## src/mrc_pkg.sv

```systemverilog
package mrc_pkg;

  localparam int BYTE_W     = 8;
  localparam int POS_W      = 8;
  localparam int CRC_W      = 16;
  localparam int MIN_LENGTH = 4;
  localparam int Q_DEPTH    = 4;
  localparam int Q_PTR_W    = 2;
  localparam int Q_CNT_W    = 3;

  localparam logic [CRC_W-1:0]  CRC_INIT = 16'hFFFF;
  localparam logic [CRC_W-1:0]  CRC_POLY = 16'hA001;
  localparam logic [BYTE_W-1:0] ADDR_RESET = 8'h01;

  typedef enum logic [1:0] {
    ST_OK      = 2'd0,
    ST_SHORT   = 2'd1,
    ST_ADDRESS = 2'd2,
    ST_CRC     = 2'd3
  } status_t;

  typedef enum logic [1:0] {
    KIND_SKIP  = 2'd0,
    KIND_START = 2'd1,
    KIND_DATA  = 2'd2
  } kind_t;

  // classified word handed from the front to the back
  typedef struct packed {
    kind_t             kind;
    logic              hash;
    logic [BYTE_W-1:0] data;
    logic              last;
    status_t           pre_status;
    logic [POS_W-1:0]  start;
  } word_t;

  function automatic logic [CRC_W-1:0] crc_byte(input logic [CRC_W-1:0] crc,
                                               input logic [BYTE_W-1:0] b);
    logic [CRC_W-1:0] c;
    c = crc ^ {{(CRC_W-BYTE_W){1'b0}}, b};
    for (int k = 0; k < 8; k++) begin
      if (c[0]) begin
        c = (c >> 1) ^ CRC_POLY;
      end else begin
        c = c >> 1;
      end
    end
    return c;
  endfunction

endpackage

```

## src/mrc_in_if.sv

```systemverilog
interface mrc_in_if
  import mrc_pkg::*;
();
  logic              valid;
  logic              ready;
  logic [BYTE_W-1:0] rx_byte;
  logic              frame_end;

  modport source (output valid, output rx_byte, output frame_end, input ready);
  modport sink   (input valid, input rx_byte, input frame_end, output ready);
endinterface

```

## src/mrc_front.sv

```systemverilog
module mrc_front
  import mrc_pkg::*;
#(
  parameter int BURST_CAPACITY = 256
) (
  input  logic              clk,
  input  logic              rst_n,
  input  logic              cfg_wr_en,
  input  logic [BYTE_W-1:0] cfg_wr_data,
  mrc_in_if.sink            in_ch,
  input  logic              q_full,
  output logic              q_push,
  output word_t             q_word
);

  localparam int CNT_W = $clog2(BURST_CAPACITY + 1);

  logic [BYTE_W-1:0] addr_r;
  logic [CNT_W-1:0]  total_r, total_nxt;
  logic              seen_r, seen_nxt;
  logic [POS_W-1:0]  start_r, start_nxt;
  logic [CNT_W-1:0]  since_r, since_nxt;
  logic              take;
  word_t             word;

  assign in_ch.ready = !q_full;
  assign q_push      = in_ch.valid && in_ch.ready;
  assign take        = total_r < CNT_W'(BURST_CAPACITY);

  always_comb begin
    total_nxt       = total_r;
    seen_nxt        = seen_r;
    start_nxt       = start_r;
    since_nxt       = since_r;
    word.kind       = KIND_SKIP;
    word.hash       = 1'b0;
    word.data       = in_ch.rx_byte;
    word.last       = in_ch.frame_end;
    word.pre_status = ST_OK;
    word.start      = start_r;
    if (take) begin
      total_nxt = total_r + CNT_W'(1);
      if (seen_r) begin
        word.kind = KIND_DATA;
        word.hash = since_r >= CNT_W'(2);
        since_nxt = since_r + CNT_W'(1);
      end else if (in_ch.rx_byte == addr_r) begin
        word.kind = KIND_START;
        seen_nxt  = 1'b1;
        start_nxt = POS_W'(total_r);
        since_nxt = CNT_W'(1);
      end
    end
    word.start = start_nxt;
    if (total_nxt <= CNT_W'(MIN_LENGTH)) begin
      word.pre_status = ST_SHORT;
    end else if (!seen_nxt || since_nxt <= CNT_W'(MIN_LENGTH)) begin
      word.pre_status = ST_ADDRESS;
    end
    // frame state returns to reset once the burst ends
    if (in_ch.frame_end) begin
      total_nxt = '0;
      seen_nxt  = 1'b0;
      start_nxt = '0;
      since_nxt = '0;
    end
  end

  assign q_word = word;

  always_ff @(posedge clk) begin
    if (!rst_n) begin
      addr_r  <= ADDR_RESET;
      total_r <= '0;
      seen_r  <= 1'b0;
      start_r <= '0;
      since_r <= '0;
    end else begin
      if (cfg_wr_en) begin
        addr_r <= cfg_wr_data;
      end
      if (q_push) begin
        total_r <= total_nxt;
        seen_r  <= seen_nxt;
        start_r <= start_nxt;
        since_r <= since_nxt;
      end
    end
  end

  a_total_cap: assert property (@(posedge clk) disable iff (!rst_n)
    total_r <= CNT_W'(BURST_CAPACITY))
    else $error("byte count above capacity");

  a_seen_since: assert property (@(posedge clk) disable iff (!rst_n)
    seen_r |-> (since_r != '0 && since_r <= total_r))
    else $error("frame length inconsistent with address state");

endmodule

```

## src/flat_wrapper.sv

```systemverilog
// flat-port wrapper written by rule: the top's interface ports become plain ports
module mrc_front_flat import mrc_pkg::*;
#(
  parameter int BURST_CAPACITY = 256
)
  (clk, rst_n, cfg_wr_en, cfg_wr_data, q_full, q_push, q_word, in_ch_valid, in_ch_rx_byte, in_ch_frame_end, in_ch_ready);
  mrc_in_if in_ch_i ();
  input  logic clk;
  input  logic rst_n;
  input  logic cfg_wr_en;
  input  logic [BYTE_W-1:0] cfg_wr_data;
  input  logic q_full;
  output logic q_push;
  output word_t q_word;
  input wire logic [$bits(in_ch_i.valid)-1:0] in_ch_valid;
  input wire logic [$bits(in_ch_i.rx_byte)-1:0] in_ch_rx_byte;
  input wire logic [$bits(in_ch_i.frame_end)-1:0] in_ch_frame_end;
  output wire logic [$bits(in_ch_i.ready)-1:0] in_ch_ready;
  assign in_ch_i.valid = in_ch_valid;
  assign in_ch_i.rx_byte = in_ch_rx_byte;
  assign in_ch_i.frame_end = in_ch_frame_end;
  assign in_ch_ready = in_ch_i.ready;
  mrc_front #(.BURST_CAPACITY(BURST_CAPACITY)) u_core (.clk(clk), .rst_n(rst_n), .cfg_wr_en(cfg_wr_en), .cfg_wr_data(cfg_wr_data), .in_ch(in_ch_i), .q_full(q_full), .q_push(q_push), .q_word(q_word));
endmodule
```

## config.mk

```make
export PLATFORM = sky130hd
export DESIGN_NAME = mrc_front_flat
export DESIGN_NICKNAME = d
export VERILOG_FILES = /design/src/mrc_pkg.sv /design/src/mrc_in_if.sv /design/src/mrc_front.sv /design/src/flat_wrapper.sv
export SDC_FILE = /design/constraint.sdc
export NUM_CORES = 1
export LEC_CHECK = 0
export ABC_AREA = 1
export BUFFER_PORTS_ARGS = -buffer_cell sky130_fd_sc_hd__buf_2
export CORE_MARGIN = 3
export CORE_UTILIZATION = 30
export DETAILED_ROUTE_END_ITERATION = 7
export PLACE_DENSITY_LB_ADDON = 0.1
export SLEW_MARGIN = 20
export SYNTH_ARGS = -nofsm -noshare
export SYNTH_HDL_FRONTEND = slang
export SYNTH_SLANG_ARGS = --single-unit
```

## constraint.sdc

```tcl
create_clock -name clk -period 1.6 [get_ports clk]
set_input_delay 0.08 -clock clk [delete_from_list [all_inputs] [get_ports clk]]
set_output_delay 0.08 -clock clk [all_outputs]
set_load 0.01 [all_outputs]
```

## Word-level counts from Yosys, hierarchy flattened

Index checks and enable logic that the tools add are counted.

- Input port bits: 22
- Bits in registers: 35
- Output and inout bits: 24
- Word-level logic and storage cells: 36

- Add/sub/neg operators: 2
- Reductions and logical operators: 4
- Eq/ne operators: 1
- Muxes and demuxes: 20
- $lt $le $gt $ge: 4

Operators by type and width:

| operator | count |
|---|---|
| $mux 9 | 6 |
| $mux 8 | 4 |
| $add 9x1->9 const B | 2 |
| $le 9x3->1 const B | 2 |
| $ge 9x2->1 const B | 1 |
| $lt 9x9->1 const B | 1 |
| $eq 8x8->1 | 1 |
| $mux 1 | 6 |
| $mux 2 | 3 |
| $mux 3 | 1 |
| $logic_not 1->1 | 2 |
| $logic_and 1x1->1 | 1 |
| $logic_or 1x1->1 | 1 |

## Longest topological paths before layout

- Word-level depth: 8
- Mapped depth: 13
- Mapped depth without buffers: 13

## Worst setup path before layout

Ideal clock, no wire load.

- Kind: register to output
- Start point: register u_core.since_r[1]
- End point: output q_word[9] (netlist name)
- Required time: 1.520 ns
- Stages on the path, launching flop included: 12
- Buffers on the path: 0
- Slack: -0.055 ns
- Data arrival time: 1.575 ns
- Cells stage by stage: dfxtp_1 > ha_1 > nand3_1 > nor2_1 > nand2_1 > nor2_2 > nand4_1 > nand3_1 > nand2_1 > nor2_1 > nand3_1 > a21oi_1

RTL lines:

| item | line | RTL |
|---|---|---|
| start, declared | mrc_front.sv:22 | `logic [CNT_W-1:0] since_r, since_nxt;` |
| start signal, assigned | mrc_front.sv:86 | `since_r <= since_nxt;` |
| end, declared | flat_wrapper.sv:14 | `output word_t q_word;` |

==> out/summary.json <==
{
  "outcome": {
    "run_status": "finished with violations",
    "violations": "setup timing"
  },
  "final_layout": {
    "ff_latch_area_um2": 718.2,
    "share_of_layout_cells_above_drive_strength_1": 0.4580,
    "design_area_um2": 3194,
    "layout.filler_cells": 698,
    "number_of_antenna_repair_diodes": 0,
    "finalCoreUtilization": 0.4891,
    "nets": 441,
    "multiInputGateArea_um2": 1355,
    "layout-area-overhead-vs-synth_pct": 53.61
  },
  "synth": {
    "ys_top_cells_by_count": "nand2_1 (99), dfxtp_1 (35), a21oi_1 (29), inv_1 (28), nor2_1 (25)",
    "yosys_register_bits": 35,
    "postSynthAreaPerCell_um2": 6.644,
    "yosys.cell_count.top_type": "nand2_1",
    "netlist_area_um2": 2079,
    "async_reset_ff_frac": 0,
    "syn-num-nets": 338,
    "synth.area.top_cells": "dfxtp_1 (34%), nand2_1 (18%), a21oi_1 (7.0%)",
    "synth.distinct_cells": 39,
    "synthesis.instances": 313,
    "netlist.area_leader.share": 0.3369,
    "synth_enable_flop_cells": 0,
    "yosysSeqAreaShare": 0.3369,
    "synthDominantAreaCellType": "dfxtp_1",
    "synth_ff_type": "dfxtp_1",
    "warning_count_from_the_yosys_run": 0
  },
  "pwr": {
    "clock_power_share": 0.391,
    "p_sw_uw": 479.2,
    "netSwitchingFraction": 0.2652,
    "total_power_uw": 1807,
    "power.density_cell_area_nw_per_um2": 565.6,
    "irDropWorstVdd_v": 0.0004026,
    "internal_uw": 1327,
    "power.static_leakage_uw": 0.001406,
    "comb_power_share": 0.112,
    "power.sequential.fraction": 0.497
  },
  "hold_path": {
    "worstHoldStart": "cfg_wr_data[6]",
    "min-delay-path-class": "in2reg"
  },
  "route": {
    "finalWirelength_um": 6003,
    "drt_first_iter_violations": 75,
    "antenna_left": 0,
    "detail_route.drc_violations": 0,
    "num_vias": 2326,
    "post_drt_wl_per_cell_um": 12.15,
    "routed_via_density": 4.709,
    "drt_pre_antenna_iters": 4
  },
  "place": {
    "place.port_buffers": 45,
    "dp_worst_setup_slack_ns": -0.2673,
    "gp_routability_congestion": 0.8433,
    "detailed_place_hpwl_um": 3949,
    "placed_area_um2": 2649
  },
  "die": {
    "fp.dieArea_um2": 7966,
    "standard_cell_rows": 29,
    "die_height_um": 89.26,
    "top_level_ports": 46,
    "die_width_um": 89.26,
    "effective_utilization_at_floorplan": 0.3184,
    "core-area_um2": 6531
  },
  "global_routing": {
    "wire_length_of_the_first_global_routing_pass_um": 9625,
    "grt.total_usage": 0.1561,
    "pin_count_of_the_biggest_net_entering_global_routing": 29,
    "grt.overflow.total": 0,
    "first_global_vias": 2075,
    "grt_antenna_before_repair": 0
  },
  "sta": {
    "period_minus_slack_ns": 2.034,
    "worst-slew-pin-transition_ns": 0.5746,
    "setup_slack_ns": -0.4341,
    "fin_hold_ws_ns": 0.01442,
    "report.final.setup_viol": 19,
    "grt_setup_unrepaired": "true",
    "timing.final.hold_violations": 0,
    "fin_skew_ns": 0.003853,
    "fin_crit_sh": 1.271,
    "maxSlewHeadroom": 0.6164,
    "final_report_max_slew_violation_count": 0,
    "achievable-frequency_ghz": 0.4916
  },
  "clocking": {
    "cts_max_path_buffers": 2,
    "clkSinkCount": 35,
    "cts.clk_slew.worst_paths_ns": 0.08,
    "cts_made_buffers": 5,
    "cts_max_level": 2,
    "tritoncts": "yes",
    "clock_tree.root_cell": "clkbuf_8",
    "worstSkewPairLatency_ns": 0.29
  },
  "worst_setup_path": {
    "reg2reg_to": "u_core.since_r[7]$_SDFFE_PN0P_",
    "critPathMaxFanout": 3,
    "path_class": "reg2out",
    "r2r.worst_path.cells": 15,
    "r2r-start": "u_core.since_r[1]$_SDFFE_PN0P_",
    "end_of_the_critical_path": "q_word[9]",
    "crit_path_end_kind": "output port",
    "crit_path_start": "u_core.since_r[1]$_SDFFE_PN0P_",
    "cp_data_required_time_ns": 1.52,
    "cp.arrival_ns": 1.95,
    "crit_path_start_kind": "flip-flop",
    "rrSetupSlack_ns": -0.41
  },
  "job": {
    "timing.max_cap.violations": 0
  }
}
==> cell families after synthesis <==
group           count (synthesis)  share of synthesized area
fa+ha+maj                       3                    0.01805
xor+xnor                       11                    0.04633
buf+inv                        49                     0.1161
simple gates                  161                     0.3412
flops                          35                     0.3369
compound gates                 54                     0.1414
==> registers in the layout (all words and copies together), names as in the netlist <==
name            flops
u_core.since_r      9
u_core.total_r      9
u_core.addr_r       8
u_core.start_r      8
u_core.seen_r       1
==> timing repair <==
action / CTS / global route
pin swaps: 22 / 29
buffers inserted: 17 / 11
resized for setup: 29 / 58
hold endpoints to repair: 2 / 0
hold buffers: 2 / 0
setup endpoints to repair: 22 / 28
==> critical path: stages (launching register included) <==
cell	delay [ns]
dfxtp_2	0.36
ha_4	0.14
nand3_2	0.08
nor2_2	0.11
nand2_1	0.09
nor2_2	0.13
nand4_1	0.11
nand3_1	0.12
nand2_2	0.07
nor2_4	0.10
nand3_2	0.09
a21oi_2	0.14
buf_2	0.14
==> power groups by stage <==
stage	sequential (uW)	clock, uW	combinational (uW)
final	897	706	203
after global routing	899	769	226
after CTS	894	731	190
after detailed placement	914	0	174
after global placement	914	0	175
after floorplan	914	0	110
==> metal layers <==
metal  wire (um)  track usage
met4         110      0.05548
met1        2805       0.2034
met5           0            0
met2        2839       0.2525
met3         247      0.03594
==> metrics by stage <==
step,std cells,TNS (ns)
CTS,491,-3.974
finish,494,-3.911
global placement,464,-2.565
floorplan,313,0
global route,494,-6.967
detailed placement,464,-2.481
==> cell usage in the layout, fill, tap and decap left out, types with 13 or more instances in the layout <==
cell type / n
a21oi_1: 26
buf_2: 44
buf_4: 58
dfxtp_1: 23
inv_1: 19
nand2_1: 88
nor2_1: 19
o21ai_0: 13
==> area by class of cell <==
cell class,count,area share
multi-input cells,229,0.4242
repair buffers,113,0.2472
flip-flops and latches,35,0.2248
inverters,32,0.04387
well taps,77,0.03016
clock buffers,7,0.02703
clock inverters,1,0.002742
==> how the worst min path moves through the flow <==
stage	slack [ns]	end	cells after the start
finish	0.01	u_core.addr_r[6]$_SDFFE_PN0P_	3
global route	0.007	u_core.addr_r[2]$_SDFFE_PN0P_	3
CTS	0.006	u_core.addr_r[6]$_SDFFE_PN0P_	3
detailed placement	0.30	u_core.addr_r[0]$_SDFFE_PN1P_	3
global placement	0.29	u_core.addr_r[0]$_SDFFE_PN1P_	3
floorplan	0.18	u_core.addr_r[0]$_SDFFE_PN1P_	1
Note: power is estimated with default switching activity, not from simulation.
